**src/rtl/gfm_pkg.sv**
```systemverilog
// Shared types and constants for the GF(2^128) multiplier pipeline.
// No dependencies; every other file of the block but gfm_if imports this package.
`default_nettype none

package gfm_pkg;

   // One 64-bit half of a field element
   typedef logic [63:0] word_type;

   // Carry-less product of two 32-bit quarters
   typedef logic [62:0] part_type;

   // Reduction shifts for x^128 + x^7 + x^2 + x + 1
   localparam int RED_SHIFT_A = 1;
   localparam int RED_SHIFT_B = 2;
   localparam int RED_SHIFT_C = 7;

   // Bits of the top word pushed past degree 255 by those shifts
   localparam int FOLD_SHIFT_A = 64 - RED_SHIFT_A;
   localparam int FOLD_SHIFT_B = 64 - RED_SHIFT_B;
   localparam int FOLD_SHIFT_C = 64 - RED_SHIFT_C;

   // Operands held after the input stage, with the Karatsuba middle terms
   typedef struct packed {
      word_type a_lo;
      word_type a_hi;
      word_type a_mid;
      word_type b_lo;
      word_type b_hi;
      word_type b_mid;
   } op_set_type;

   // Four quarter products that make up one 64x64 carry-less multiply
   typedef struct packed {
      part_type ll;
      part_type lh;
      part_type hl;
      part_type hh;
   } partial_type;

   // Quarter products of all three Karatsuba multiplies
   typedef struct packed {
      partial_type lo;
      partial_type hi;
      partial_type mid;
   } partial_set_type;

   // Unreduced 256-bit product as four 64-bit words
   typedef struct packed {
      word_type w3;
      word_type w2;
      word_type w1;
      word_type w0;
   } wide_type;

endpackage

`default_nettype wire

```
**src/rtl/gfm_reduce.sv**
```systemverilog
// Pipeline stage four: reduce the 256-bit product modulo x^128+x^7+x^2+x+1.
// Depends on gfm_pkg for the wide product type and the shift constants.
`default_nettype none

module gfm_reduce
   import gfm_pkg::*;
(
   input  wire logic     clock,
   input  wire logic     reset,
   input  wire logic     in_valid,
   output      logic     in_ready,
   input  wire wide_type in_wide,
   output      logic     out_valid,
   input  wire logic     out_ready,
   output      word_type prod_lo,
   output      word_type prod_hi
);

   logic     valid_ff;
   word_type prod_lo_ff;
   word_type prod_hi_ff;
   word_type prod_lo_in;
   word_type prod_hi_in;
   word_type fold;

   // Fold the overflow of the top word, then shift-and-add the upper half
   always_comb begin
      fold = in_wide.w2 ^ (in_wide.w3 >> FOLD_SHIFT_A) ^ (in_wide.w3 >> FOLD_SHIFT_B)
           ^ (in_wide.w3 >> FOLD_SHIFT_C);
      prod_lo_in = in_wide.w0 ^ fold ^ (fold << RED_SHIFT_A) ^ (fold << RED_SHIFT_B)
                 ^ (fold << RED_SHIFT_C);
      prod_hi_in = in_wide.w1 ^ in_wide.w3
                 ^ ((in_wide.w3 << RED_SHIFT_A) | (fold >> FOLD_SHIFT_A))
                 ^ ((in_wide.w3 << RED_SHIFT_B) | (fold >> FOLD_SHIFT_B))
                 ^ ((in_wide.w3 << RED_SHIFT_C) | (fold >> FOLD_SHIFT_C));
   end

   // Hold the result until the consumer takes it
   assign in_ready = !valid_ff || out_ready;

   always_ff @(posedge clock) begin
      if (reset) begin
         valid_ff <= 1'b0;
      end else if (in_ready) begin
         valid_ff <= in_valid;
      end
   end

   always_ff @(posedge clock) begin
      if (in_ready && in_valid) begin
         prod_lo_ff <= prod_lo_in;
         prod_hi_ff <= prod_hi_in;
      end
   end

   assign out_valid = valid_ff;
   assign prod_lo   = prod_lo_ff;
   assign prod_hi   = prod_hi_ff;

`ifndef SYNTHESIS
   // An item taken in is on the output in the next cycle
   a_load_shows: assert property (@(posedge clock) disable iff (reset)
      (!reset && in_valid && in_ready) |=> out_valid)
      else $error("reduce stage lost an item");

   // A stalled result keeps its value
   a_stall_holds: assert property (@(posedge clock) disable iff (reset)
      (out_valid && !out_ready) |=> (out_valid && $stable(prod_lo) && $stable(prod_hi)))
      else $error("reduce stage changed a stalled result");

   // With an empty upper half the reduction passes the lower half through
   a_no_upper: assert property (@(posedge clock) disable iff (reset)
      (!reset && in_valid && in_ready && in_wide.w3 == '0 && in_wide.w2 == '0) |=>
      (prod_lo == $past(in_wide.w0) && prod_hi == $past(in_wide.w1)))
      else $error("reduction altered a product below degree 128");
`endif

endmodule

`default_nettype wire

```
**config.mk**
```make
export PLATFORM = sky130hd
export DESIGN_NAME = gfm_reduce
export DESIGN_NICKNAME = d
export VERILOG_FILES = /design/src/rtl/gfm_pkg.sv /design/src/rtl/gfm_reduce.sv
export SDC_FILE = /design/constraint.sdc
export NUM_CORES = 1
export LEC_CHECK = 0
export BUFFER_PORTS_ARGS = -buffer_cell sky130_fd_sc_hd__buf_2
export CAP_MARGIN = 40
export CORE_AREA = 2 2 150 152
export DETAILED_ROUTE_END_ITERATION = 7
export DIE_AREA = 0 0 152 154
export PLACE_DENSITY_LB_ADDON = 0.15
export SKIP_LAST_GASP = 1
export SYNTH_ARGS = -nofsm -noshare
export SYNTH_HDL_FRONTEND = slang
export SYNTH_SLANG_ARGS = --single-unit
```
**constraint.sdc**
```tcl
create_clock -name clock -period 5.65 [get_ports clock]
set_input_delay 0.8475 -clock clock [delete_from_list [all_inputs] [get_ports clock]]
set_output_delay 0.8475 -clock clock [all_outputs]
set_load 0.005 [all_outputs]
```
### Yosys cells after proc, flatten, opt, wreduce, memory -nomap -nowiden

Index checks and enable logic that the tools add are counted.

* bitwise gates (word level): 14
* reductions and logical operators: 3

Operators with widths (number)
* $xor A64 B64 Y64: 8
* $or A64 B1 Y64: 1
* $or A64 B2 Y64: 1
* $or A64 B7 Y64: 1
* $xor A64 B1 Y64: 1
* $xor A64 B2 Y64: 1
* $xor A64 B7 Y64: 1
* $logic_and A1 B1 Y1: 1
* $logic_not A1 Y1: 1
* $logic_or A1 B1 Y1: 1

* flip-flop bits (word level): 129
* input port bits: 260
* output and inout port bits: 130
* word-level logic and storage cells: 20

### Longest topological paths before layout

Gate-level depths: netlist of the first run.

* depth in word-level cells: 7
* mapped depth: 4
* depth with buffers taken out: 3

### Least setup slack after synthesis of the first run

Ideal clock, no wire load.

* kind: input -> register
* from: input port out_ready
* to: register prod_hi_ff[0], in the netlist prod_hi[0] (enable)
* setup time: 503 ps
* arrival time: 3957 ps
* data required time: 5147 ps
* path slack: 1190 ps
* stages: 2
* buffers on the path: 0
* path through: nand2b_1 and2_1

* word-level cells in the longest chain between the ends: 2

Ends and longest elaborated chain
* start, declared: line gfm_reduce.sv:14 `input wire logic out_ready,`
* $logic_or A1 B1 Y1: line gfm_reduce.sv:39 `assign in_ready = !valid_ff || out_ready;`
* $logic_and A1 B1 Y1: line gfm_reduce.sv:50 `if (in_ready && in_valid) begin`
* end signal, assigned: line gfm_reduce.sv:52 `prod_hi_ff <= prod_hi_in;`
* end, declared: line gfm_reduce.sv:21 `word_type prod_hi_ff;`

No other way between the ends.
A chain may end at the register's enable or synchronous reset.

### Worst setup path after layout of the first run

* from: input port out_ready
* to: register prod_hi_ff[38], in the netlist prod_hi[38] (enable)

The elaborated chain is that of the path after synthesis.

==> results of run 1 <==
-- layout by cell type (no fill, tap or decap) --
master	count
xor2_2	1
xnor3_1	1
nand2b_1	1
a21oi_1	1
edfxtp_1	128
clkbuf_16	17
xnor2_1	436
buf_4	2
clkinvlp_4	2
inv_6	1
inv_1	1
xnor2_4	1
and2_4	1
clkinv_2	2
xnor2_2	5
bufinv_16	5
buf_2	389
dfxtp_1	1
diode_2	1
xor2_1	9
clkinv_4	3
clkinv_1	1
-- kinds of logic (layout without fill, tap and decap cells) --
logic type	Yosys count	in the layout
AO/OA/AOI/OAI	1	1
XOR/XNOR	453	453
buffers and inverters	6	423
flip-flops	129	129
other	0	1
AND/OR/NAND/NOR	2	2
-- worst max-delay path by stage --
stage / cells after the start / endpoint
finish: 4 / prod_hi[38]
global route: 4 / prod_lo[25]
CTS: 4 / prod_lo[15]
detailed placement: 4 / prod_hi[46]
global placement: 4 / prod_lo[13]
floorplan: 2 / prod_hi[0]
-- layer usage --
metal	vias up	global-route usage (%)	wire [um]	share of wire (%)
met5	-	0	23	0.11
met4	4	6.01	455	2.1
met3	31	6.14	1600	7.5
met2	227	32.0	11000	51
met1	2514	20.3	8330	39
li1	2726	-	-	-
-- stage by stage --
step                std cells  utilization (%)
floorplan                 591                -
global placement         1257             47.2
detailed placement       1257             47.2
CTS                      1288             50.2
global route             1288             50.2
finish                   1289             50.2
-- tightest hold or removal path, cell delays in order, from the launching register on --
cell      delay [ns]
dfxtp_1         0.31
nand2b_1        0.10
a21oi_1         0.07
-- sequential cells by signal, summed over array words and instances, names as in the netlist --
name,cells
prod_hi,64
prod_lo,64
out_valid,1
-- power by group through the flow --
| stage | Clock, uW | Sequential, uW | Combinational, uW |
|---|---|---|---|
| 2_1_floorplan | 0 | 1350 | 563 |
| 3_3_place_gp | 0 | 1320 | 964 |
| 3_5_place_dp | 0 | 1320 | 970 |
| 4_1_cts | 1230 | 1310 | 972 |
| 5_1_grt | 1280 | 1320 | 1040 |
| 6_report | 1210 | 1300 | 955 |
-- area by class of cell --
type | count | area [sq um]
antenna | 1 | 2.50
clock buffer | 17 | 425
clock inverter | 14 | 214
fill | 2024 | 10800
inverter | 1 | 3.75
multi-input combinational | 456 | 4070
sequential | 129 | 3860
tap | 280 | 350
timing repair buffer | 391 | 1960
==> results.json, run 1 <==
{
  "outcome": "finished clean",
  "ant_nets": 0,
  "fin_crit_sh_pct": 38.3,
  "clock_skew_ns": 0.00544,
  "power_frac_comb_pct": 27.6,
  "r2r-end": "prod_hi[38]",
  "htreeDepth": 4,
  "yosysWarnings": 0,
  "worstSetupEndpointType": "register",
  "hold_violations": 0,
  "setup_viol": 0,
  "internal_power_uw": 2560,
  "die_h_um": 154,
  "cts_tree": "done",
  "synth_top_family_by_area": "XOR/XNOR gates",
  "synth-simple-area-share_pct": 0.157,
  "firstDrtPassIters": 4,
  "io_pins": 390,
  "max_stage_delay_ns": 0.62,
  "critPathLaunch": "out_ready",
  "ir_drop_v": 0.000197,
  "relSlewSlack_pct": 59.0,
  "syn2layout_area_growth_pct": 36.8,
  "cts_made_buffers": 17,
  "drv_slew": 0,
  "grt_pass1_wl_um": 32000,
  "ys_types": 15,
  "seq_area_frac_synth_pct": 48.5,
  "crit_chain": "buf_2 > nand2b_1 > and2_4 > buf_4",
  "slowest_stage": "buf_4",
  "p_clk_share_pct": 34.8,
  "portBuffers": 389,
  "setup-tns-final_ns": 0,
  "p_seq_share_pct": 37.6,
  "async_reset_ff_share_pct": 0,
  "post_cts_hold_buffer_count": 0,
  "ys_seq_elements": 129,
  "synth.avg_cell_area_sq_um": 13.5,
  "rr_worst_depth": 3,
  "synth_cells": 591,
  "grt_use_total_pct": 18.0,
  "synthXorXnorAreaFrac_pct": 50.8,
  "startpoint_type": "primary input",
  "fp.coreArea_sq_mm": 0.0217,
  "hold_start": "out_valid",
  "synth_fp_nets": 851,
  "fin_crit_ns": 2.16,
  "wl_um": 21400,
  "antenna_found_initial": 3,
  "drv_cap": 0,
  "min_path_type": "register to register",
  "crit_path_max_fanout": 46,
  "reg2reg_setup_slack_ns": 3.71,
  "hold-worst-slack_ns": 0.522,
  "drive_gt1_share_pct": 42.6,
  "synth-compound-area-share_pct": 0.0629,
  "synth_most_common_cell": "xnor2_1",
  "placed_cell_area_sq_mm": 0.0102,
  "power.switching_uw": 903,
  "max_freq_mhz": 462,
  "path_class": "primary input to register",
  "cts_setup_buffers": 0,
  "place_hpwl_um": 17900,
  "grt_max_degree": 47,
  "synthFlopType": "edfxtp_1",
  "cts_resized": 0,
  "switching_share_pct": 26.1,
  "cts_sinks": 129,
  "grt_pass1_vias": 5645,
  "wl_per_cell_um": 16.6,
  "mappedNetlistArea_sq_mm": 0.00796,
  "rsz0062_at_grt": "false",
  "die_w_um": 152,
  "synth_top_area_cell": "edfxtp_1",
  "min_path_cells": 2,
  "first_iter_violations": 200,
  "dieArea_sq_mm": 0.0234,
  "synth_mux_area_share_pct": 0,
  "worstPathArrival_ns": 2.22,
  "drc": 0,
  "synthTopCellsByArea": "edfxtp_1 (48%), xnor2_1 (48%), xnor2_2 (1.0%)",
  "ctsLongestPathBuffers": 2,
  "clk_pin_slew_ns": 0.06,
  "vias": 5502,
  "worstPathRequired_ns": 5.70,
  "synth.top_cells.by_count": "xnor2_1 (436), edfxtp_1 (128), xor2_1 (9)",
  "place_ws_ns": 3.01,
  "worstHoldEndpoint": "out_valid",
  "cp_num_buf_inv": 2,
  "worstReg2RegStart": "out_valid",
  "synth_edf_count": 128,
  "clkLatencyLatePin_ns": 0.42,
  "crit_family": "buffers and inverters",
  "fin_area_sq_mm": 0.0109,
  "start_util_pct": 36.7,
  "place_congestion": 0.847,
  "grt_overflow": 0,
  "setup_slack_ns": 3.49,
  "avgViaCountPerCell": 4.27,
  "synth.top_cell.area_share_pct": 48.3,
  "worst_pin_slew_ns": 0.615,
  "cts_root_buffer": "clkbuf_16",
  "leakage_uw": 0.00411,
  "rows": 54,
  "synthAdderAreaFrac_pct": 0,
  "p_total_uw": 3460,
  "finalNetCount": 1256,
  "power_density_mw_per_mm2": 318
}
Note: power is estimated with default switching activity, not from simulation.
==> inputs of run 2 (changes only) <==
--- a/config.mk
+++ b/config.mk
@@ -5,6 +5,7 @@
 export SDC_FILE = /design/constraint.sdc
 export NUM_CORES = 1
 export LEC_CHECK = 0
+export ABC_AREA = 1
 export BUFFER_PORTS_ARGS = -buffer_cell sky130_fd_sc_hd__buf_2
 export CAP_MARGIN = 40
 export CORE_AREA = 2 2 150 152
==> constraint.sdc (replaced) <==
create_clock -name clock -period 2 [get_ports clock]
set_input_delay 0.3 -clock clock [delete_from_list [all_inputs] [get_ports clock]]
set_output_delay 0.3 -clock clock [all_outputs]
set_load 0.005 [all_outputs]
==> run 2 against run 1 <==
Clock skew rose by 0.0046 ns. Combinational power rose to 2.9 times the previous value. Routed wire length rose by 21%. Final cell count rose by 57%. Non-clock buffer count did not move. Synthesized cell count rose by 130%. Sequential cell count did not move. Total power rose to 2.7 times the previous value. Hold slack got worse by 0.49 ns. Largest cell class unchanged. Global-route usage rose by 4.0 points. Area after synthesis rose by 30%. Count of clock-buffer cells in the layout did not move.
==> results.json, run 2 <==
{
  "outcome": "finished clean",
  "cts_tree": "done",
  "wl_per_cell_um": 12.8,
  "antenna_found_initial": 4,
  "cts_sinks": 129,
  "async_reset_ff_share_pct": 0,
  "synth_edf_count": 128,
  "finalNetCount": 1982,
  "vias": 8732,
  "post_cts_hold_buffer_count": 0,
  "worstSetupEndpointType": "output port",
  "synth_cells": 1346,
  "ir_drop_v": 0.000460,
  "setup-tns-final_ns": 0,
  "mappedNetlistArea_sq_mm": 0.0104,
  "dp.cells": 1983,
  "die_h_um": 154,
  "cts_root_buffer": "clkbuf_16",
  "grt_pass1_vias": 8556,
  "fin_area_sq_mm": 0.0131,
  "grt_max_degree": 66,
  "clkLatencyLatePin_ns": 0.42,
  "synth_top_family_by_area": "XOR/XNOR gates",
  "dieArea_sq_mm": 0.0234,
  "grt_overflow": 0,
  "portBuffers": 389,
  "final_cell_mix": "nand2_1 (424), buf_2 (389), inv_1 (362)",
  "fin_crit_ns": 1.28,
  "worstPathRequired_ns": 1.70,
  "clock_skew_ns": 0.0100,
  "topRoutingLayerUsed": "met4",
  "ctsLongestPathBuffers": 2,
  "seq_area_frac_synth_pct": 37.3,
  "synth-simple-area-share_pct": 16.7,
  "die_w_um": 152,
  "fp.coreArea_sq_mm": 0.0217,
  "syn2layout_area_growth_pct": 26.2,
  "synthTopCellsByArea": "edfxtp_1 (37%), xnor2_1 (20%), nand2_1 (15%)",
  "ys_seq_elements": 129,
  "max_freq_mhz": 779,
  "met1_length_um": 10000,
  "synthXorXnorAreaFrac_pct": 30.8,
  "synthFlopType": "edfxtp_1",
  "startpoint_type": "register",
  "grt_pass1_wl_um": 40800,
  "synth.top_cell.area_share_pct": 37.1,
  "placed_cell_area_sq_mm": 0.0125,
  "yosysWarnings": 0,
  "grt_use_total_pct": 22.0,
  "min_path_type": "primary input to register",
  "slowest_stage": "edfxtp_1",
  "relSlewSlack_pct": 74.1,
  "ys_types": 17,
  "synth_mux_area_share_pct": 0,
  "rows": 54,
  "io_pins": 390,
  "fin_crit_sh_pct": 64.2,
  "worst_pin_slew_ns": 0.388,
  "hold_violations": 0,
  "power_density_mw_per_mm2": 703,
  "cts_made_buffers": 17,
  "drive_gt1_share_pct": 25.3,
  "place_congestion": 0.850,
  "synth_most_common_cell": "nand2_1",
  "synth-compound-area-share_pct": 0.0965,
  "place_hpwl_um": 21300,
  "crit_chain": "buf_2",
  "crit_path_max_fanout": 1,
  "instances_no_fill": 2019,
  "max_stage_delay_ns": 0.42,
  "synth.top_cells.by_count": "nand2_1 (424), inv_1 (362), xnor2_1 (234)",
  "worstPathArrival_ns": 0.98,
  "drv_slew": 0,
  "path_class": "register to output port",
  "setup_viol": 0,
  "synth_top_area_cell": "edfxtp_1",
  "htreeDepth": 4,
  "rsz0062_at_grt": "false",
  "leakage_uw": 0.00738,
  "drv_cap": 0,
  "synthAdderAreaFrac_pct": 0,
  "synth_fp_nets": 1606,
  "synth.avg_cell_area_sq_um": 7.70,
  "cp_num_buf_inv": 1,
  "drc": 0,
  "wl_um": 25900,
  "dr_wl_met2_um": 13400,
  "first_iter_violations": 389,
  "firstDrtPassIters": 5,
  "crit_family": "flip-flops",
  "start_util_pct": 47.8,
  "clk_pin_slew_ns": 0.06,
  "avgViaCountPerCell": 4.32,
  "cts_setup_buffers": 0,
  "cts_resized": 0,
  "p_total_uw": 9200,
  "final_common_cell": "nand2_1",
  "ant_nets": 0,
  "route.met3.wl_um": 1870
}
## run 2: cell count changes in the layout (fill, tap and decap cells not counted), sizes merged, moves of 2 or more
cell,previous run,this run
nand2,0,432
xor2,10,129
nand3,0,13
clkinv,6,9
diode,1,4
inv,2,369
clkinvlp,2,5
nand3b,0,2
bufinv,5,1
xnor2,442,235
## run 2: worst register-to-register path: cells and delay by family (launching register included)
kind            cells  cell delay (ns)
compound gates      1             0.19
buf+inv             1             0.33
flops               1             0.34
## run 2: area by class of cell
cell class | count | area [sq um]
fill | 2020 | 8600
multi-input combinational | 814 | 4940
sequential | 129 | 3860
timing repair buffer | 391 | 1990
inverter | 369 | 1390
clock buffer | 17 | 425
tap | 280 | 350
clock inverter | 15 | 121
antenna | 4 | 10.0
## run 2: kinds of logic after synthesis
family	after synthesis
and+or+nand+nor	448
buffers and inverters	403
xor gates and xnor gates	364
AOI/OAI and AO/OA	2
DFF	129
## run 2: path summary, 6_finish.rpt
| kind | cells past startpoint | from | slack, ns | endpoint |
|---|---|---|---|---|
| worst min-delay path | 2 | reset | 0.04 | out_valid |
| worst max-delay path | 1 | prod_hi[31] | 0.72 | prod_hi[31] |
| worst max register to register | 2 | out_valid | 0.74 | prod_hi[20] |
| worst min register to register | 2 | out_valid | 0.53 | out_valid |
## run 2: stage by stage
stage | utilization (%) | worst slack, ns | hold WS, ns
2_1_floorplan | - | -0.923 | 0.362
3_3_place_gp | 57.8 | 0.608 | 0.454
3_5_place_dp | 57.8 | 0.598 | 0.463
4_1_cts | 60.3 | 0.688 | 0.0180
5_1_grt | 60.3 | 0.618 | 0.0230
6_report | 60.3 | 0.716 | 0.0353
## run 2: power breakdown
group	leakage, uW	switching [uW]	internal (uW)
Sequential	0.00126	85.9	3460
Clock	0.000256	1220	1690
Combinational	0.00586	1560	1190
## run 2: per-layer routing
layer,GRT usage (%),up-vias
met3,6.68,37
met1,23.8,3843
met4,8.54,0
li1,-,4571
met5,0,-
met2,40.1,281
==> inputs of run 3 (changes only) <==
--- a/config.mk
+++ b/config.mk
@@ -5,12 +5,12 @@
 export SDC_FILE = /design/constraint.sdc
 export NUM_CORES = 1
 export LEC_CHECK = 0
-export ABC_AREA = 1
+export ABC_AREA = 0
 export BUFFER_PORTS_ARGS = -buffer_cell sky130_fd_sc_hd__buf_2
 export CAP_MARGIN = 40
-export CORE_AREA = 2 2 150 152
+export CORE_AREA = 2 2 152 154
 export DETAILED_ROUTE_END_ITERATION = 7
-export DIE_AREA = 0 0 152 154
+export DIE_AREA = 0 0 154 156
 export PLACE_DENSITY_LB_ADDON = 0.15
 export SKIP_LAST_GASP = 1
 export SYNTH_ARGS = -nofsm -noshare
==> constraint.sdc (replaced) <==
create_clock -name clock -period 1.1 [get_ports clock]
set_input_delay 0.165 -clock clock [delete_from_list [all_inputs] [get_ports clock]]
set_output_delay 0.165 -clock clock [all_outputs]
set_load 0.005 [all_outputs]
==> run 3 against run 2 <==
The flow now finishes with violations (setup timing). Via count is 33% lower. Non-clock buffer count grew 96. Final cell count fell by 31%. Global-route usage down 4.1 points. Utilization decreased by 7.7 points. Total power rose by 96%. Sequential cell count unchanged. Combinational power grew 95%. Largest power group unchanged. Highest routed layer unchanged.
==> results.json, run 3 (synthesis results as in run 1) <==
{
  "place_congestion": 0.795,
  "ctsLongestPathBuffers": 2,
  "worstPathArrival_ns": 1.38,
  "antenna_found_initial": 2,
  "drive_gt1_share_pct": 47.2,
  "cts_made_buffers": 17,
  "crit_path_max_fanout": 6,
  "grt_use_total_pct": 17.9,
  "worstReg2RegStart": "out_valid",
  "drv_slew": 0,
  "fin_crit_ns": 1.25,
  "ant_nets": 0,
  "violations": "setup timing",
  "grt_pass1_vias": 6023,
  "cts_tree": "done",
  "rows": 55,
  "die_h_um": 156,
  "ir_drop_v": 0.000629,
  "final_common_cell": "xnor2_1",
  "outcome": "complete, but fails checks",
  "syn2layout_area_growth_pct": 47.9,
  "vias": 5846,
  "worstPathRequired_ns": 1.23,
  "max_freq_mhz": 803,
  "crit_family": "simple AND/OR/NAND/NOR gates",
  "die_w_um": 154,
  "hold_start": "in_wide[0]",
  "cts_root_buffer": "clkbuf_16",
  "fin_crit_sh_pct": 113,
  "min_path_type": "primary input to register",
  "grt_pass1_wl_um": 32200,
  "leakage_uw": 0.00463,
  "wl_per_cell_um": 15.7,
  "firstDrtPassIters": 4,
  "start_util_pct": 35.6,
  "hold_violations": 0,
  "grt_overflow": 0,
  "worstSetupEndpointType": "register",
  "worst_pin_slew_ns": 0.365,
  "setup_viol": 144,
  "grt_max_degree": 39,
  "htreeDepth": 4,
  "dp.cells": 1350,
  "setup_slack_ns": -0.146,
  "clkLatencyLatePin_ns": 0.41,
  "fp.coreArea_sq_mm": 0.0224,
  "drv_cap": 0,
  "final_cell_mix": "xnor2_1 (436), buf_2 (386), edfxtp_1 (128)",
  "instances_no_fill": 1392,
  "wl_um": 21900,
  "dieArea_sq_mm": 0.0240,
  "relSlewSlack_pct": 75.5,
  "io_pins": 390,
  "portBuffers": 389,
  "rsz0062_at_grt": "true",
  "postLayoutCoreUtil_pct": 52.6,
  "max_stage_delay_ns": 0.32,
  "path_class": "register to register",
  "place_hpwl_um": 18300,
  "slowest_stage": "dfxtp_2",
  "finalNetCount": 1352,
  "cts_sinks": 129,
  "clk_pin_slew_ns": 0.06,
  "startpoint_type": "register",
  "drc": 0,
  "first_iter_violations": 224,
  "crit_chain": "nand2b_1 > and2_4 > buf_12 > clkbuf_16",
  "n_fill_cell": 2071,
  "clock_skew_ns": 0.00946,
  "cp_num_buf_inv": 2,
  "avgViaCountPerCell": 4.20,
  "power_density_mw_per_mm2": 1530,
  "critPathLaunch": "out_valid"
}
-- run 3: changes by cell type in the layout (fill, tap and decap cells not counted), sizes merged, moves of 3 or more --
| cell | change |
|---|---|
| xor2 | -119 |
| inv | -366 |
| clkinvlp | -4 |
| nand3 | -13 |
| nand2 | -432 |
| xnor2 | +207 |
| bufinv | +3 |
| buf | +93 |
-- run 3: through the flow --
step	hold WS [ns]	TNS (ns)	worst slack [ns]	area [sq um]	power, uW
5_1_grt	0.0355	-21.68	-0.180	11800	18900
3_5_place_dp	0.368	-14.96	-0.156	11000	12100
6_report	0.0431	-14.28	-0.146	11800	18000
4_1_cts	0.0128	-16.67	-0.158	11700	18200
3_3_place_gp	0.364	-13.77	-0.150	11000	12100
2_1_floorplan	0.227	-89.35	-0.698	7960	9820
-- run 3: worst paths after layout --
kind	slack, ns	depth (start not counted)	endpoint
worst min register to register	0.60	3	out_valid
worst max register to register	-0.15	4	prod_lo[28]
worst max-delay path	-0.15	4	prod_lo[28]
worst min-delay path	0.04	2	prod_lo[0]
-- run 3: where the power goes --
group / total [uW] / switching [uW] / internal, uW
Combinational: 5360 / 2380 / 2980
Sequential: 6720 / 187 / 6530
Clock: 5960 / 2170 / 3790
Total: 18000 / 4740 / 13300
-- run 3: cell type report --
type | count | area, sq um | area share (%)
multi-input cells | 456 | 4070 | 34.5
flip-flops and latches | 129 | 3860 | 32.8
repair buffers | 487 | 2860 | 24.3
clock buffers | 18 | 429 | 3.65
well taps | 285 | 357 | 3.03
clock inverters | 14 | 188 | 1.59
diodes | 2 | 5.00 | 0.0425
inverters | 1 | 3.75 | 0.0319
-- run 3: repair_timing --
action / in CTS / in global routing
gates resized for setup: 6 / 5
gates cloned: 2 / 1
pin swaps: 0 / 0
hold endpoints to repair: 1 / 0
hold buffers: 2 / 0
setup buffers: 2 / 2
setup endpoints to repair: 191 / 235
-- run 3: per-layer routing --
metal,part of all wire [%],wire (um),global-route usage (%)
met1,36,7950,18.5
met2,53,11600,33.4
met3,8.4,1850,5.83
met4,2.5,548,7.21
met5,0,0,0
