**src/rtl/gfm_pkg.sv**
```systemverilog
// Shared types and constants for the GF(2^128) multiplier pipeline.
// No dependencies; every other file of the block but gfm_if imports this package.
`default_nettype none

package gfm_pkg;

   // One 64-bit half of a field element
   typedef logic [63:0] word_type;

   // Carry-less product of two 32-bit quarters
   typedef logic [62:0] part_type;

   // Reduction shifts for x^128 + x^7 + x^2 + x + 1
   localparam int RED_SHIFT_A = 1;
   localparam int RED_SHIFT_B = 2;
   localparam int RED_SHIFT_C = 7;

   // Bits of the top word pushed past degree 255 by those shifts
   localparam int FOLD_SHIFT_A = 64 - RED_SHIFT_A;
   localparam int FOLD_SHIFT_B = 64 - RED_SHIFT_B;
   localparam int FOLD_SHIFT_C = 64 - RED_SHIFT_C;

   // Operands held after the input stage, with the Karatsuba middle terms
   typedef struct packed {
      word_type a_lo;
      word_type a_hi;
      word_type a_mid;
      word_type b_lo;
      word_type b_hi;
      word_type b_mid;
   } op_set_type;

   // Four quarter products that make up one 64x64 carry-less multiply
   typedef struct packed {
      part_type ll;
      part_type lh;
      part_type hl;
      part_type hh;
   } partial_type;

   // Quarter products of all three Karatsuba multiplies
   typedef struct packed {
      partial_type lo;
      partial_type hi;
      partial_type mid;
   } partial_set_type;

   // Unreduced 256-bit product as four 64-bit words
   typedef struct packed {
      word_type w3;
      word_type w2;
      word_type w1;
      word_type w0;
   } wide_type;

endpackage

`default_nettype wire

```
**src/rtl/gfm_karatsuba.sv**
```systemverilog
// Pipeline stage three: join quarter products and combine Karatsuba terms.
// Depends on gfm_pkg for the partial product and wide product types.
`default_nettype none

module gfm_karatsuba
   import gfm_pkg::*;
(
   input  wire logic            clock,
   input  wire logic            reset,
   input  wire logic            in_valid,
   output      logic            in_ready,
   input  wire partial_set_type in_parts,
   output      logic            out_valid,
   input  wire logic            out_ready,
   output      wide_type        out_wide
);

   logic         valid_ff;
   wide_type     wide_ff;
   wide_type     wide_in;
   logic [127:0] prod_hh;
   logic [127:0] prod_ll;
   logic [127:0] prod_mm;

   // Place the quarter products at their weights in a 128-bit product
   function automatic logic [127:0] join_parts(input partial_type p);
      return {65'b0, p.ll} ^ {33'b0, p.lh ^ p.hl, 32'b0} ^ {1'b0, p.hh, 64'b0};
   endfunction

   // Combine low, high and middle products into the 256-bit result
   always_comb begin
      prod_hh    = join_parts(in_parts.hi);
      prod_ll    = join_parts(in_parts.lo);
      prod_mm    = join_parts(in_parts.mid);
      wide_in.w3 = prod_hh[127:64];
      wide_in.w2 = prod_hh[63:0] ^ prod_hh[127:64] ^ prod_ll[127:64] ^ prod_mm[127:64];
      wide_in.w1 = prod_ll[127:64] ^ prod_hh[63:0] ^ prod_ll[63:0] ^ prod_mm[63:0];
      wide_in.w0 = prod_ll[63:0];
   end

   // Advance when empty or when the next stage takes the item
   assign in_ready = !valid_ff || out_ready;

   always_ff @(posedge clock) begin
      if (reset) begin
         valid_ff <= 1'b0;
      end else if (in_ready) begin
         valid_ff <= in_valid;
      end
   end

   always_ff @(posedge clock) begin
      if (in_ready && in_valid) begin
         wide_ff <= wide_in;
      end
   end

   assign out_valid = valid_ff;
   assign out_wide  = wide_ff;

endmodule

`default_nettype wire

```
**config.mk**
```make
export PLATFORM = sky130hd
export DESIGN_NAME = gfm_karatsuba
export DESIGN_NICKNAME = d
export VERILOG_FILES = /design/src/rtl/gfm_pkg.sv /design/src/rtl/gfm_karatsuba.sv
export SDC_FILE = /design/constraint.sdc
export NUM_CORES = 1
export LEC_CHECK = 0
export ABC_AREA = 0
export BUFFER_PORTS_ARGS = -buffer_cell sky130_fd_sc_hd__buf_2
export CAP_MARGIN = 20
export CORE_AREA = 2 2 400 402
export CTS_CLUSTER_SIZE = 8
export DETAILED_ROUTE_END_ITERATION = 10
export DIE_AREA = 0 0 402 404
export GPL_ROUTABILITY_DRIVEN = 0
export PLACE_DENSITY = 0.36
export SYNTH_ARGS = -nofsm -noshare
export SYNTH_HDL_FRONTEND = slang
export SYNTH_SLANG_ARGS = --single-unit
```
**constraint.sdc**
```tcl
create_clock -name clock -period 22.5 [get_ports clock]
set_clock_uncertainty 0.2 [all_clocks]
set_input_delay 4.5 -clock clock [delete_from_list [all_inputs] [get_ports clock]]
set_output_delay 4.5 -clock clock [all_outputs]
set_load 0.03 [all_outputs]
```
After elaboration in Yosys (flattened, before gate mapping)

Cells that the tools add are included.

Logic and storage cells: 23
Register bits: 257

Reduce and logical (&&, ||, !) cells: 3
Bitwise logic cells: 15

Operators by type and width:

| cell              | number |
|---|---|
| $xor 95x127->127  | 3 |
| $xor 63x95->95    | 3 |
| $xor 64x63->64    | 3 |
| $xor 63x63->63    | 3 |
| $xor 64x64->64    | 2 |
| $xor 63x64->64    | 1 |
| $logic_and 1x1->1 | 1 |
| $logic_not 1->1   | 1 |
| $logic_or 1x1->1  | 1 |

Logic depth before layout (Yosys ltp)

Gate-level depths: netlist of the first run.

Depth after elaboration: 6
Gate-level depth with buffers: 3

Worst setup path before layout of the first run

OpenSTA, ideal clock, no wires.

Kind: input port to flip-flop
From: in out_ready
To: reg wide_ff (netlist bit out_wide[0]) (enable)
Required time: 21653 ps
Path slack: 10990 ps
Library setup time: 647 ps
Arrival time: 10663 ps
Stages on the path: 2
Path through: nand2b_1 -> and2_1

Word-level cells in the longest chain between the ends: 2

RTL lines:

| what                 | RTL line            | text |
|---|---|---|
| from (decl)          | gfm_karatsuba.sv:14 | `input wire logic out_ready,` |
| $logic_or 1x1->1     | gfm_karatsuba.sv:42 | `assign in_ready = !valid_ff \|\| out_ready;` |
| $logic_and 1x1->1    | gfm_karatsuba.sv:53 | `if (in_ready && in_valid) begin` |
| to (signal assigned) | gfm_karatsuba.sv:54 | `wide_ff <= wide_in;` |
| to (decl)            | gfm_karatsuba.sv:19 | `wide_type wide_ff;` |

No other way between the ends.
A chain may end at the register's enable or synchronous reset.

Worst setup path after layout of the first run

From: in out_ready
To: out in_ready

Word-level cells in the longest chain between the ends: 1

RTL lines:

| what             | RTL line            | text |
|---|---|---|
| $logic_or 1x1->1 | gfm_karatsuba.sv:42 |  |
| to (decl)        | gfm_karatsuba.sv:11 | `output logic in_ready,` |

No other way between the ends.

==> flow_summary.html, run 1 <==
<table>
<tr><th>Metric</th><th>Value</th></tr>
<tr><th colspan="2">Detailed routing</th></tr>
<tr><td>Avg Vias per Cell</td><td>2.74</td></tr>
<tr><td>Final antenna-violating net count</td><td>0</td></tr>
<tr><td>Routed vias</td><td>11100</td></tr>
<tr><td>Routed length per placed instance</td><td>21.9 µm</td></tr>
<tr><td>Number of violations reported at the end of detailed-routing iteration 0</td><td>545</td></tr>
<tr><td>Post-route DRC violation count</td><td>0</td></tr>
<tr><td>Number of optimization iterations in the first detailed-route pass</td><td>4</td></tr>
<tr><td>Final wirelength</td><td>88.5 mm</td></tr>
<tr><th colspan="2">Setup path</th></tr>
<tr><td>Crit-path max FO</td><td>3</td></tr>
<tr><td>Largest delay contributor family on the critical path</td><td>buffers and inverters</td></tr>
<tr><td>Cell mode on critical path</td><td>sky130_fd_sc_hd__buf_2</td></tr>
<tr><td>Setup crit end kind</td><td>primary output</td></tr>
<tr><td>Series of cell instances along the critical path</td><td>buf_2 -&gt; nand2b_1 -&gt; buf_2</td></tr>
<tr><td>Source of the critical timing path</td><td>out_ready</td></tr>
<tr><td>Worst endpoint data arrival time</td><td>5.08 ns</td></tr>
<tr><td>Worst path bufs/invs</td><td>2</td></tr>
<tr><td>Data required time of the critical path</td><td>17.80 ns</td></tr>
<tr><td>Worst reg2reg path startpoint</td><td>out_valid</td></tr>
<tr><td>CP peak stage delay</td><td>0.30 ns</td></tr>
<tr><td>Setup CP Type</td><td>in -&gt; out</td></tr>
<tr><td>CP max stage cell</td><td>sky130_fd_sc_hd__buf_2</td></tr>
<tr><td>Register-to-Register Setup Slack</td><td>18.69 ns</td></tr>
<tr><td>Endpoint of the worst-slack reg-to-reg timing path</td><td>out_wide[244]</td></tr>
<tr><td>Element type at the critical path start</td><td>input port</td></tr>
<tr><td>Register-to-Register Path Depth</td><td>5</td></tr>
<tr><th colspan="2">GRT</th></tr>
<tr><td>Global-route total usage across every layer</td><td>10.4%</td></tr>
<tr><td>Via count of the first global-routing pass</td><td>11400</td></tr>
<tr><td>Overflow left after global routing</td><td>0</td></tr>
<tr><td>Pin count of the biggest net entering global routing</td><td>68</td></tr>
<tr><td>Initial antenna violation count</td><td>55</td></tr>
<tr><td>Global-route wire length before repair</td><td>110 mm</td></tr>
<tr><th colspan="2">Clock network</th></tr>
<tr><td>Number of buffers inserted by hold repair at cts</td><td>0</td></tr>
<tr><td>Post-cts resize count</td><td>0</td></tr>
<tr><td>Number of post-CTS setup repair buffers</td><td>0</td></tr>
<tr><td>CTS HTree Levels</td><td>2</td></tr>
<tr><td>Clk sink count</td><td>256</td></tr>
<tr><td>Insertion delay to the later sink of the worst-skew pair</td><td>0.57 ns</td></tr>
<tr><td>Library cell used as clock root buffer</td><td>sky130_fd_sc_hd__clkbuf_16</td></tr>
<tr><td>Clock transition at path regs</td><td>0.05 ns</td></tr>
<tr><td>Num CTS Buffers</td><td>40</td></tr>
<tr><td>Clock tree from TritonCTS</td><td>yes</td></tr>
<tr><td>Clock Tree Buf Depth</td><td>3</td></tr>
<tr><th colspan="2">Logic synthesis</th></tr>
<tr><td>Area fraction of the dominant cell type after synthesis</td><td>53.5%</td></tr>
<tr><td>Synth Area in Adders</td><td>0%</td></tr>
<tr><td>Fraction of the mapped netlist area in compound gates</td><td>0.0350%</td></tr>
<tr><td>Synth top area cells</td><td>sky130_fd_sc_hd__edfxtp_1 (53%), sky130_fd_sc_hd__xnor2_1 (27%), sky130_fd_sc_hd__xnor3_1 (9.8%)</td></tr>
<tr><td>YS warnings</td><td>0</td></tr>
<tr><td>Portion of netlist area occupied by mux cells</td><td>0%</td></tr>
<tr><td>Main combinational cell family by area after synthesis</td><td>XOR/XNOR gates</td></tr>
<tr><td>Parity-gate share of the synthesized area counting xor and xnor cells</td><td>46.1%</td></tr>
<tr><td>Post-synthesis register bit count</td><td>256</td></tr>
<tr><td>Area fraction in and, or, nand and nor cells after synthesis</td><td>0.0874%</td></tr>
<tr><td>Count of different cell masters after synthesis</td><td>12</td></tr>
<tr><td>Mean area per synthesized cell</td><td>16.0 µm²</td></tr>
<tr><td>Sequential cell area fraction in the yosys report</td><td>53.6%</td></tr>
<tr><td>Gate Count Post-Synth</td><td>892</td></tr>
<tr><td>Total nets after synthesis</td><td>1652</td></tr>
<tr><td>Post-synth design cell area</td><td>14300 µm²</td></tr>
<tr><td>Post-synthesis cell type with the largest combined area</td><td>sky130_fd_sc_hd__edfxtp_1</td></tr>
<tr><th colspan="2">Timing</th></tr>
<tr><td>Final slew viol count</td><td>0</td></tr>
<tr><td>Portion of the clock cycle consumed by the worst path in the final layout</td><td>43.5%</td></tr>
<tr><td>Max Fclk</td><td>102 MHz</td></tr>
<tr><td>Transition time at the pin with the least slew margin</td><td>0.995 ns</td></tr>
<tr><td>Max-slew headroom at the worst pin</td><td>33.2%</td></tr>
<tr><td>Count of endpoints failing setup in the final report</td><td>0</td></tr>
<tr><td>RSZ-0062 raised after global routing</td><td>false</td></tr>
<tr><td>Post-layout minimum cycle time</td><td>9.78 ns</td></tr>
<tr><td>Hold Fails Final Rpt</td><td>0</td></tr>
<tr><td>Post-Route Hold Slack</td><td>0.422 ns</td></tr>
<tr><td>TNS Setup</td><td>0 ns</td></tr>
<tr><th colspan="2">Pwr</th></tr>
<tr><td>Static leakage power</td><td>9.60 nW</td></tr>
<tr><td>Power Dens Cells</td><td>82.8 nW/µm²</td></tr>
<tr><td>IR drop worst, VDD</td><td>0.0404 mV</td></tr>
<tr><th colspan="2">Floorplan</th></tr>
<tr><td>Rows</td><td>146</td></tr>
<tr><td>Die H</td><td>404 µm</td></tr>
<tr><td>Boundary Pins</td><td>1018</td></tr>
<tr><td>Die extent in x</td><td>402 µm</td></tr>
<tr><td>Initial Util</td><td>9.07%</td></tr>
<tr><td>Die Footprint</td><td>162000 µm²</td></tr>
<tr><td>Area inside the core boundary</td><td>158000 µm²</td></tr>
<tr><th colspan="2">Placed design</th></tr>
<tr><td>DP HPWL</td><td>78.7 mm</td></tr>
<tr><td>Port bufs</td><td>1016</td></tr>
<tr><th colspan="2">Worst hold path</th></tr>
<tr><td>Sink of the worst hold path</td><td>out_valid</td></tr>
<tr><td>Worst Min Path Start</td><td>out_valid</td></tr>
<tr><td>Number of stages on the worst hold path</td><td>2</td></tr>
<tr><td>Hold crit path type</td><td>reg -&gt; reg</td></tr>
<tr><th colspan="2">Final layout</th></tr>
<tr><td>Share of layout cells above drive strength 1</td><td>55.8%</td></tr>
<tr><td>Number of nets in the finished design</td><td>2714</td></tr>
<tr><td>Post-route core utilization</td><td>14.7%</td></tr>
<tr><td>Synth-to-layout area growth</td><td>62.0%</td></tr>
<tr><th colspan="2">Flow run</th></tr>
<tr><td>Number of max-cap violations</td><td>0</td></tr>
<tr><th colspan="2">Status</th></tr>
<tr><td>Outcome</td><td>complete, no violations</td></tr>
</table>
==> power breakdown <==
part	leakage, nW	switching (W)	total, W	internal, W
combinational	6.57	0.000420	0.000691	0.000271
clock	0.553	0.000235	0.000575	0.000340
sequential	2.48	0.0000214	0.000653	0.000632
==> synthesized netlist by cell type, drive strengths merged <==
master,n
xnor2,471
edfxtp,255
xor2,97
xnor3,62
a21oi,1
and2,1
buf,1
conb,1
dfxtp,1
inv,1
nand2b,1
==> layout by cell type, fill, tap and decap left out <==
| cell type | n |
|---|---|
| sky130_fd_sc_hd__clkbuf_1 | 11 |
| sky130_fd_sc_hd__xnor2_2 | 31 |
| sky130_fd_sc_hd__edfxtp_1 | 255 |
| sky130_fd_sc_hd__clkinv_1 | 2 |
| sky130_fd_sc_hd__conb_1 | 1 |
| sky130_fd_sc_hd__dfxtp_1 | 1 |
| sky130_fd_sc_hd__buf_2 | 1016 |
| sky130_fd_sc_hd__xor2_2 | 1 |
| sky130_fd_sc_hd__inv_1 | 1 |
| sky130_fd_sc_hd__clkinv_2 | 2 |
| sky130_fd_sc_hd__bufinv_16 | 1 |
| sky130_fd_sc_hd__xor2_1 | 96 |
| sky130_fd_sc_hd__xnor2_1 | 440 |
| sky130_fd_sc_hd__inv_6 | 2 |
| sky130_fd_sc_hd__nand2b_1 | 1 |
| sky130_fd_sc_hd__clkbuf_16 | 41 |
| sky130_fd_sc_hd__a21oi_1 | 1 |
| sky130_fd_sc_hd__diode_2 | 5 |
| sky130_fd_sc_hd__xnor3_1 | 62 |
| sky130_fd_sc_hd__and2_4 | 1 |
| sky130_fd_sc_hd__buf_4 | 5 |
| sky130_fd_sc_hd__clkinvlp_4 | 1 |
==> state kept, by name, indices dropped and copies added, names as in the netlist <==
signal     flops
out_valid      1
out_wide     255
==> per-stage QoR <==
step / cells / setup slack (ns) / total power [W] / instance area (µm²)
final: 4049 / 12.72 / 0.00192 / 23200
after global routing: 4046 / 12.67 / 0.00202 / 23200
after CTS: 4044 / 12.70 / 0.00198 / 23200
after detailed placement: 3984 / 12.70 / 0.00138 / 22000
after global placement: 3984 / 12.71 / 0.00138 / 22000
after floorplan: 892 / 10.99 / 0.00106 / 14300
==> layout make-up <==
type | instances | area [µm²]
clock inverters | 8 | 72.6
multi-input cells | 634 | 6640
flip-flops and latches | 256 | 7680
well taps | 2072 | 2590
clock buffers | 52 | 1070
diodes | 5 | 12.5
repair buffers | 1021 | 5120
inverters | 1 | 3.75
fillers | 17800 | 135000
==> metal layers <==
layer	global-route usage, %	wire length (µm)
met2	18.0	43600
met4	2.22	1680
met5	0	221
met1	12.7	35600
met3	3.18	7390
==> tightest hold or removal path, cell delays in order (launching register included) <==
cell,delay (ns)
sky130_fd_sc_hd__dfxtp_1,0.31
sky130_fd_sc_hd__nand2b_1,0.17
sky130_fd_sc_hd__a21oi_1,0.10
==> kinds of logic (layout without fill, tap and decap cells) <==
| logic type | Yosys count | in the layout |
|---|---|---|
| other | 1 | 6 |
| buffers and inverters | 2 | 1082 |
| DFF | 256 | 256 |
| and+or+nand+nor | 2 | 2 |
| xor gates and xnor gates | 630 | 630 |
| AOI/OAI and AO/OA | 1 | 1 |
==> worst max-delay path by stage <==
| stage | end | cells after the start |
|---|---|---|
| finish | in_ready | 3 |
| global route | in_ready | 3 |
| CTS | in_ready | 3 |
| detailed placement | in_ready | 3 |
| global placement | in_ready | 3 |
| floorplan | out_wide[0] | 2 |
No activity file was read; power rests on OpenSTA's default activity.
==> inputs of run 2 (changes only) <==
CORE_AREA = 2 2 398 400   (was 2 2 400 402)
DIE_AREA = 0 0 400 402   (was 0 0 402 404)
PLACE_DENSITY = 0.37   (was 0.36)
clock period = 8.95 ns   (was 22.5 ns; I/O delays follow)
==> flow_summary.html, run 2 (same netlist as run 1, synthesis figures left out) <==
<table>
<tr><th>Metric</th><th>Value</th></tr>
<tr><th colspan="2">Pwr</th></tr>
<tr><td>Switch Pwr</td><td>0.00170 W (+150%)</td></tr>
<tr><td>Static leakage power</td><td>9.62 nW (+0.27%)</td></tr>
<tr><td>Power Dens Cells</td><td>210 nW/µm² (+150%)</td></tr>
<tr><td>IR drop worst, VDD</td><td>0.125 mV (+210%)</td></tr>
<tr><td>Combinational Power Share</td><td>34.9% (-1.1 points)</td></tr>
<tr><td>Part of the total power dissipated in the clock network</td><td>31.1% (+1.2 points)</td></tr>
<tr><td>Register share of total power</td><td>34.1% (about the same)</td></tr>
<tr><td>Sw Ratio</td><td>34.8% (-0.41 points)</td></tr>
<tr><td>Pint</td><td>0.00319 W (+160%)</td></tr>
<tr><th colspan="2">Setup path</th></tr>
<tr><td>CP peak stage delay</td><td>0.19 ns (-0.11 ns)</td></tr>
<tr><td>Cell mode on critical path</td><td>sky130_fd_sc_hd__buf_2</td></tr>
<tr><td>Setup CP Type</td><td>in -&gt; out</td></tr>
<tr><td>Worst path bufs/invs</td><td>2 (unchanged)</td></tr>
<tr><td>Worst reg2reg path startpoint</td><td>out_valid</td></tr>
<tr><td>Worst endpoint data arrival time</td><td>2.24 ns (-2.84 ns)</td></tr>
<tr><td>Largest delay contributor family on the critical path</td><td>buffers and inverters</td></tr>
<tr><td>Element type at the critical path start</td><td>input port</td></tr>
<tr><td>Setup crit end kind</td><td>primary output</td></tr>
<tr><td>Data required time of the critical path</td><td>6.96 ns (-10.84 ns)</td></tr>
<tr><td>Register-to-Register Setup Slack</td><td>6.20 ns (-12.49 ns)</td></tr>
<tr><td>Logic depth of the worst path, buffers included</td><td>3 (unchanged)</td></tr>
<tr><td>Crit-path max FO</td><td>3 (unchanged)</td></tr>
<tr><td>Endpoint of the worst-slack reg-to-reg timing path</td><td>out_wide[183]</td></tr>
<tr><td>Register-to-Register Path Depth</td><td>4 (-1)</td></tr>
<tr><td>CP max stage cell</td><td>sky130_fd_sc_hd__buf_2</td></tr>
<tr><td>Series of cell instances along the critical path</td><td>buf_2 -&gt; nand2b_1 -&gt; buf_2</td></tr>
<tr><th colspan="2">Floorplan</th></tr>
<tr><td>Die H</td><td>402 µm (-0.50%)</td></tr>
<tr><td>Area inside the core boundary</td><td>157000 µm² (-0.46%)</td></tr>
<tr><td>Initial Util</td><td>9.11% (+0.042 points)</td></tr>
<tr><td>Die Footprint</td><td>161000 µm² (-0.99%)</td></tr>
<tr><td>Boundary Pins</td><td>1018 (unchanged)</td></tr>
<tr><td>Rows</td><td>146 (unchanged)</td></tr>
<tr><td>Die extent in x</td><td>400 µm (-0.50%)</td></tr>
<tr><th colspan="2">Detailed routing</th></tr>
<tr><td>Number of optimization iterations in the first detailed-route pass</td><td>4 (unchanged)</td></tr>
<tr><td>Routed vias</td><td>11200 (+0.41%)</td></tr>
<tr><td>Avg Vias per Cell</td><td>2.75 (+0.28%)</td></tr>
<tr><td>Final antenna-violating net count</td><td>0 (unchanged)</td></tr>
<tr><td>Number of violations reported at the end of detailed-routing iteration 0</td><td>660 (+21%)</td></tr>
<tr><td>Final wirelength</td><td>85.0 mm (-4.0%)</td></tr>
<tr><td>Routed length per placed instance</td><td>21.0 µm (-4.1%)</td></tr>
<tr><td>Post-route DRC violation count</td><td>0 (unchanged)</td></tr>
<tr><th colspan="2">GRT</th></tr>
<tr><td>Global routing usage on met2</td><td>17.7% (-0.30 points)</td></tr>
<tr><td>Overflow left after global routing</td><td>0 (unchanged)</td></tr>
<tr><td>Global routing met3 resource utilization</td><td>2.15% (-1.0 points)</td></tr>
<tr><td>Layer with the highest usage</td><td>met2</td></tr>
<tr><td>Global-route total usage across every layer</td><td>10.0% (-0.40 points)</td></tr>
<tr><td>Global-route wire length before repair</td><td>105 mm (-4.0%)</td></tr>
<tr><td>Via count of the first global-routing pass</td><td>11400 (-0.28%)</td></tr>
<tr><td>Initial antenna violation count</td><td>36 (-35%)</td></tr>
<tr><td>Pin count of the biggest net entering global routing</td><td>130 (+91%)</td></tr>
<tr><td>Met1 track demand over resource in global routing</td><td>12.3% (-0.48 points)</td></tr>
<tr><th colspan="2">Clock network</th></tr>
<tr><td>Clock Tree Buf Depth</td><td>3 (unchanged)</td></tr>
<tr><td>Clk sink count</td><td>256 (unchanged)</td></tr>
<tr><td>CTS HTree Levels</td><td>2 (unchanged)</td></tr>
<tr><td>Library cell used as clock root buffer</td><td>sky130_fd_sc_hd__clkbuf_16</td></tr>
<tr><td>Number of post-CTS setup repair buffers</td><td>0 (unchanged)</td></tr>
<tr><td>Post-cts resize count</td><td>0 (unchanged)</td></tr>
<tr><td>Insertion delay to the later sink of the worst-skew pair</td><td>0.56 ns (about the same)</td></tr>
<tr><td>Clock transition at path regs</td><td>0.05 ns (about the same)</td></tr>
<tr><td>Clock tree from TritonCTS</td><td>yes</td></tr>
<tr><td>Num CTS Buffers</td><td>41 (+2.5%)</td></tr>
<tr><td>Number of buffers inserted by hold repair at cts</td><td>0 (unchanged)</td></tr>
<tr><th colspan="2">Worst hold path</th></tr>
<tr><td>Worst Min Path Start</td><td>out_valid</td></tr>
<tr><td>Number of stages on the worst hold path</td><td>2 (unchanged)</td></tr>
<tr><td>Hold crit path type</td><td>reg -&gt; reg</td></tr>
<tr><td>Sink of the worst hold path</td><td>out_valid</td></tr>
<tr><th colspan="2">Status</th></tr>
<tr><td>Outcome</td><td>complete, no violations</td></tr>
<tr><th colspan="2">Final layout</th></tr>
<tr><td>Filler Cells Inserted</td><td>17800 (-0.37%)</td></tr>
<tr><td>Number of nets in the finished design</td><td>2713 (-0.037%)</td></tr>
<tr><td>Synth-to-layout area growth</td><td>62.5%</td></tr>
<tr><td>Share of layout cells above drive strength 1</td><td>55.8% (about the same)</td></tr>
<tr><td>Leading cell types in the layout, fill and taps excluded</td><td>sky130_fd_sc_hd__buf_2 (1016), sky130_fd_sc_hd__xnor2_1 (440), sky130_fd_sc_hd__edfxtp_1 (255)</td></tr>
<tr><td>Largest register FFs</td><td>255 (unchanged)</td></tr>
<tr><td>Most common cell after layout, fill and taps aside</td><td>sky130_fd_sc_hd__buf_2</td></tr>
<tr><td>Multi-input gate area</td><td>6630 µm² (-0.11%)</td></tr>
<tr><td>Register area</td><td>7680 µm² (unchanged)</td></tr>
<tr><th colspan="2">Timing</th></tr>
<tr><td>TNS Setup</td><td>0 ns (unchanged)</td></tr>
<tr><td>Hold Fails Final Rpt</td><td>0 (unchanged)</td></tr>
<tr><td>Post-layout minimum cycle time</td><td>4.23 ns</td></tr>
<tr><td>Count of endpoints failing setup in the final report</td><td>0 (unchanged)</td></tr>
<tr><td>Transition time at the pin with the least slew margin</td><td>1.02 ns (+0.0243 ns)</td></tr>
<tr><td>Portion of the clock cycle consumed by the worst path in the final layout</td><td>47.3%</td></tr>
<tr><td>Post-Route Hold Slack</td><td>0.346 ns (-0.0761 ns)</td></tr>
<tr><td>Max-slew headroom at the worst pin</td><td>31.5% (-1.6 points)</td></tr>
<tr><td>RSZ-0062 raised after global routing</td><td>false</td></tr>
<tr><td>Max Fclk</td><td>236 MHz</td></tr>
<tr><td>Final slew viol count</td><td>0 (unchanged)</td></tr>
<tr><th colspan="2">Flow run</th></tr>
<tr><td>Number of max-cap violations</td><td>0 (unchanged)</td></tr>
<tr><th colspan="2">Placed design</th></tr>
<tr><td>Port bufs</td><td>1016 (unchanged)</td></tr>
<tr><td>DP HPWL</td><td>74.4 mm (-5.5%)</td></tr>
</table>
-- run 2: cell count changes in the layout (fill, tap and decap cells not counted), sizes merged --
cell,change
buf,-2
bufinv,+1
clkinv,+1
clkbuf,-1
diode,+7
inv,-1
-- run 2: layout make-up --
| class | count | area share (%) |
|---|---|---|
| inverter | 1 | 0.0161 |
| sequential | 256 | 33.0 |
| multi-input combinational | 634 | 28.5 |
| antenna | 12 | 0.129 |
| timing repair buffer | 1019 | 22.0 |
| clock inverter | 9 | 0.436 |
| tap | 2072 | 11.1 |
| clock buffer | 51 | 4.76 |
-- run 2: per-layer routing --
layer / routed length, µm / vias up
met5: 117 / -
met3: 6060 / 109
li1: - / 5165
met2: 42200 / 558
met4: 2040 / 18
met1: 34600 / 5300
-- run 2: worst max path at each step --
| stage | to | start |
|---|---|---|
| finish | in_ready | out_ready |
| CTS | in_ready | out_ready |
| detailed placement | out_wide[247] | out_ready |
| global route | in_ready | out_ready |
| floorplan | out_wide[0] | out_ready |
| global placement | out_wide[247] | out_ready |
-- run 2: stage by stage --
step | utilization (%) | setup slack [ns] | instance area (µm²) | std cells | total power [W]
CTS | 14.8 | 4.72 | 23200 | 4042 | 0.00505
global route | 14.8 | 4.68 | 23200 | 4046 | 0.00513
finish | 14.8 | 4.72 | 23300 | 4054 | 0.00489
global placement | 14.0 | 4.52 | 22000 | 3982 | 0.00344
detailed placement | 14.0 | 4.56 | 22000 | 3982 | 0.00344
floorplan | - | 0.150 | 14300 | 892 | 0.00266
-- run 2: worst reg2reg max path: cells and delay by family (launching register included) --
kind / cells / cell delay, ns
buf+inv: 2 / 1.48
flops: 1 / 0.31
simple gates: 2 / 0.27
-- run 2: power groups by stage --
| stage | logic [W] | clock network [W] | registers (W) |
|---|---|---|---|
| floorplan | 0.000633 | 0 | 0.00203 |
| global placement | 0.00175 | 0 | 0.00169 |
| detailed placement | 0.00175 | 0 | 0.00169 |
| CTS | 0.00176 | 0.00161 | 0.00167 |
| global route | 0.00180 | 0.00164 | 0.00169 |
| finish | 0.00170 | 0.00152 | 0.00167 |
==> inputs of run 3 (changes only) <==
clock period = 3.7 ns   (was 8.95 ns; I/O delays follow)
==> flow_summary.html, run 3 (same netlist as run 1, synthesis figures left out) <==
<table>
<tr><th>Metric</th><th>Value</th></tr>
<tr><th colspan="2">Timing</th></tr>
<tr><td>Max-slew headroom at the worst pin</td><td>46.0% (+14 points)</td></tr>
<tr><td>Final slew viol count</td><td>0 (unchanged)</td></tr>
<tr><td>TNS Setup</td><td>0 ns (unchanged)</td></tr>
<tr><td>Post-layout minimum cycle time</td><td>2.31 ns</td></tr>
<tr><td>Hold Fails Final Rpt</td><td>0 (unchanged)</td></tr>
<tr><td>Post-Route Hold Slack</td><td>0.174 ns (-0.171 ns)</td></tr>
<tr><td>PnR worst setup slack</td><td>1.39 ns (-3.33 ns)</td></tr>
<tr><td>Portion of the clock cycle consumed by the worst path in the final layout</td><td>62.3%</td></tr>
<tr><td>RSZ-0062 raised after global routing</td><td>false</td></tr>
<tr><td>Max Fclk</td><td>434 MHz</td></tr>
<tr><td>Count of endpoints failing setup in the final report</td><td>0 (unchanged)</td></tr>
<tr><td>Transition time at the pin with the least slew margin</td><td>0.808 ns (-0.212 ns)</td></tr>
<tr><th colspan="2">Clock network</th></tr>
<tr><td>CTS HTree Levels</td><td>2 (unchanged)</td></tr>
<tr><td>Clock tree from TritonCTS</td><td>yes</td></tr>
<tr><td>Num CTS Buffers</td><td>39 (-4.9%)</td></tr>
<tr><td>Insertion delay to the later sink of the worst-skew pair</td><td>0.55 ns (about the same)</td></tr>
<tr><td>Number of post-CTS setup repair buffers</td><td>0 (unchanged)</td></tr>
<tr><td>Clock transition at path regs</td><td>0.06 ns (about the same)</td></tr>
<tr><td>Post-cts resize count</td><td>0 (unchanged)</td></tr>
<tr><td>Number of buffers inserted by hold repair at cts</td><td>0 (unchanged)</td></tr>
<tr><td>Library cell used as clock root buffer</td><td>sky130_fd_sc_hd__clkbuf_16</td></tr>
<tr><td>Clk sink count</td><td>256 (unchanged)</td></tr>
<tr><td>Clock Tree Buf Depth</td><td>3 (unchanged)</td></tr>
<tr><th colspan="2">Setup path</th></tr>
<tr><td>Crit-path max FO</td><td>1 (-2)</td></tr>
<tr><td>Setup CP Type</td><td>reg -&gt; out</td></tr>
<tr><td>Data required time of the critical path</td><td>2.76 ns (-4.20 ns)</td></tr>
<tr><td>Element type at the critical path start</td><td>flop</td></tr>
<tr><td>Worst endpoint data arrival time</td><td>1.37 ns (-0.87 ns)</td></tr>
<tr><td>Series of cell instances along the critical path</td><td>buf_2</td></tr>
<tr><td>Largest delay contributor family on the critical path</td><td>flip-flops</td></tr>
<tr><td>Setup crit end kind</td><td>primary output</td></tr>
<tr><td>Worst path bufs/invs</td><td>1 (-1)</td></tr>
<tr><td>CP max stage cell</td><td>sky130_fd_sc_hd__edfxtp_1</td></tr>
<tr><td>Logic depth of the worst path, buffers included</td><td>1 (-2)</td></tr>
<tr><td>Register-to-Register Path Depth</td><td>3 (-1)</td></tr>
<tr><td>CP peak stage delay</td><td>0.49 ns (+0.30 ns)</td></tr>
<tr><th colspan="2">Detailed routing</th></tr>
<tr><td>Number of violations reported at the end of detailed-routing iteration 0</td><td>656 (-0.61%)</td></tr>
<tr><td>Avg Vias per Cell</td><td>2.74 (-0.35%)</td></tr>
<tr><td>Final wirelength</td><td>82.8 mm (-2.6%)</td></tr>
<tr><td>Routed vias</td><td>11100 (-0.30%)</td></tr>
<tr><td>Post-route DRC violation count</td><td>0 (unchanged)</td></tr>
<tr><td>Routed length per placed instance</td><td>20.4 µm (-2.6%)</td></tr>
<tr><td>Number of optimization iterations in the first detailed-route pass</td><td>4 (unchanged)</td></tr>
<tr><td>Final antenna-violating net count</td><td>0 (unchanged)</td></tr>
<tr><th colspan="2">Final layout</th></tr>
<tr><td>Filler Cells Inserted</td><td>17700 (-0.14%)</td></tr>
<tr><td>Number of nets in the finished design</td><td>2720 (+0.26%)</td></tr>
<tr><td>Post-Layout Cell Count</td><td>4056 (+0.049%)</td></tr>
<tr><td>Most common cell after layout, fill and taps aside</td><td>sky130_fd_sc_hd__buf_2</td></tr>
<tr><td>Largest register FFs</td><td>255 (unchanged)</td></tr>
<tr><td>Synth-to-layout area growth</td><td>62.4% (about the same)</td></tr>
<tr><td>Share of layout cells above drive strength 1</td><td>56.1% (+0.22 points)</td></tr>
<tr><td>Leading cell types in the layout, fill and taps excluded</td><td>sky130_fd_sc_hd__buf_2 (1016), sky130_fd_sc_hd__xnor2_1 (438), sky130_fd_sc_hd__edfxtp_1 (255)</td></tr>
<tr><td>Multi-input gate area</td><td>6640 µm² (+0.23%)</td></tr>
<tr><td>Register area</td><td>7680 µm² (unchanged)</td></tr>
<tr><th colspan="2">Pwr</th></tr>
<tr><td>Pint</td><td>0.00750 W (+140%)</td></tr>
<tr><td>Sw Ratio</td><td>34.6% (-0.23 points)</td></tr>
<tr><td>IR drop worst, VDD</td><td>0.240 mV (+91%)</td></tr>
<tr><td>Pwr Total</td><td>0.0115 W (+130%)</td></tr>
<tr><td>Static leakage power</td><td>9.63 nW (about the same)</td></tr>
<tr><td>Part of the total power dissipated in the clock network</td><td>29.6% (-1.5 points)</td></tr>
<tr><td>Switch Pwr</td><td>0.00397 W (+130%)</td></tr>
<tr><td>Register share of total power</td><td>35.1% (+1.0 points)</td></tr>
<tr><td>Combinational Power Share</td><td>35.3% (+0.4 points)</td></tr>
<tr><td>Power Dens Cells</td><td>493 nW/µm² (+130%)</td></tr>
<tr><th colspan="2">GRT</th></tr>
<tr><td>Overflow left after global routing</td><td>0 (unchanged)</td></tr>
<tr><td>Global-route wire length before repair</td><td>103 mm (-2.3%)</td></tr>
<tr><td>Pin count of the biggest net entering global routing</td><td>65 (-50%)</td></tr>
<tr><td>Via count of the first global-routing pass</td><td>11500 (+0.72%)</td></tr>
<tr><td>Met1 track demand over resource in global routing</td><td>11.5% (-0.74 points)</td></tr>
<tr><td>Global routing met3 resource utilization</td><td>3.56% (+1.4 points)</td></tr>
<tr><td>Global-route total usage across every layer</td><td>9.78% (-0.26 points)</td></tr>
<tr><td>Initial antenna violation count</td><td>39 (+8.3%)</td></tr>
<tr><td>Layer with the highest usage</td><td>met2</td></tr>
<tr><td>Global routing usage on met2</td><td>16.6% (-1.1 points)</td></tr>
<tr><th colspan="2">Placed design</th></tr>
<tr><td>DP HPWL</td><td>73.3 mm (-1.5%)</td></tr>
<tr><td>Pre-CTS setup slack</td><td>1.16 ns (-3.40 ns)</td></tr>
<tr><td>Port bufs</td><td>1016 (unchanged)</td></tr>
<tr><td>Inst Count DP</td><td>3991 (+0.23%)</td></tr>
<tr><th colspan="2">Worst hold path</th></tr>
<tr><td>Hold crit path type</td><td>in -&gt; reg</td></tr>
<tr><td>Number of stages on the worst hold path</td><td>1 (-1)</td></tr>
<tr><th colspan="2">Floorplan</th></tr>
<tr><td>Die Footprint</td><td>161000 µm² (unchanged)</td></tr>
<tr><td>Die H</td><td>402 µm (unchanged)</td></tr>
<tr><td>Rows</td><td>146 (unchanged)</td></tr>
<tr><td>Initial Util</td><td>9.11% (unchanged)</td></tr>
<tr><td>Area inside the core boundary</td><td>157000 µm² (unchanged)</td></tr>
<tr><td>Boundary Pins</td><td>1018 (unchanged)</td></tr>
<tr><td>Die extent in x</td><td>400 µm (unchanged)</td></tr>
<tr><th colspan="2">Status</th></tr>
<tr><td>Outcome</td><td>complete, no violations</td></tr>
<tr><th colspan="2">Flow run</th></tr>
<tr><td>Number of max-cap violations</td><td>0 (unchanged)</td></tr>
</table>
[run 3: cell types whose count changed in the layout (fill, tap and decap cells not counted), sizes merged]
cell and delta:
buf +9, diode -1, clkinv -5, clkinvlp +1, inv -1, bufinv -2
clkbuf +1
[run 3: path summary, 6_finish.rpt]
| kind | start | end | slack [ns] |
|---|---|---|---|
| setup reg to reg | out_valid | out_wide[140] | 1.80 |
| hold / removal | in_parts[284] | out_wide[224] | 0.17 |
| hold reg to reg | out_valid | out_valid | 0.35 |
| setup / recovery | out_wide[192] | out_wide[192] | 1.39 |
[run 3: per-layer routing]
layer,part of all wire [%],vias to the layer above,wire [µm]
li1,-,5168,-
met1,40,5250,32800
met2,48,576,39900
met3,9.4,102,7760
met4,2.6,20,2180
met5,0.15,-,126
[run 3: final cells by class]
cell class	count	area share, %
Clock inverter	2	0.0646
Inverter	1	0.0161
Antenna cell	11	0.118
Multi-Input combinational cell	634	28.6
Tap cell	2072	11.2
Clock buffer	52	4.63
Sequential cell	256	33.0
Timing Repair Buffer	1028	22.4
[run 3: power groups by stage]
stage | sequential (W) | clock, W | combinational, W
2_1_floorplan | 0.00488 | 0 | 0.00153
3_3_place_gp | 0.00409 | 0 | 0.00414
3_5_place_dp | 0.00409 | 0 | 0.00415
4_1_cts | 0.00404 | 0.00360 | 0.00417
5_1_grt | 0.00407 | 0.00369 | 0.00430
6_report | 0.00402 | 0.00339 | 0.00405
[run 3: stage by stage]
step                      util, %  instance area [µm²]
after detailed placement     14.1                22100
after global placement       14.1                22100
final                        14.8                23200
after floorplan                 -                14300
after CTS                    14.8                23200
after global routing         14.8                23200
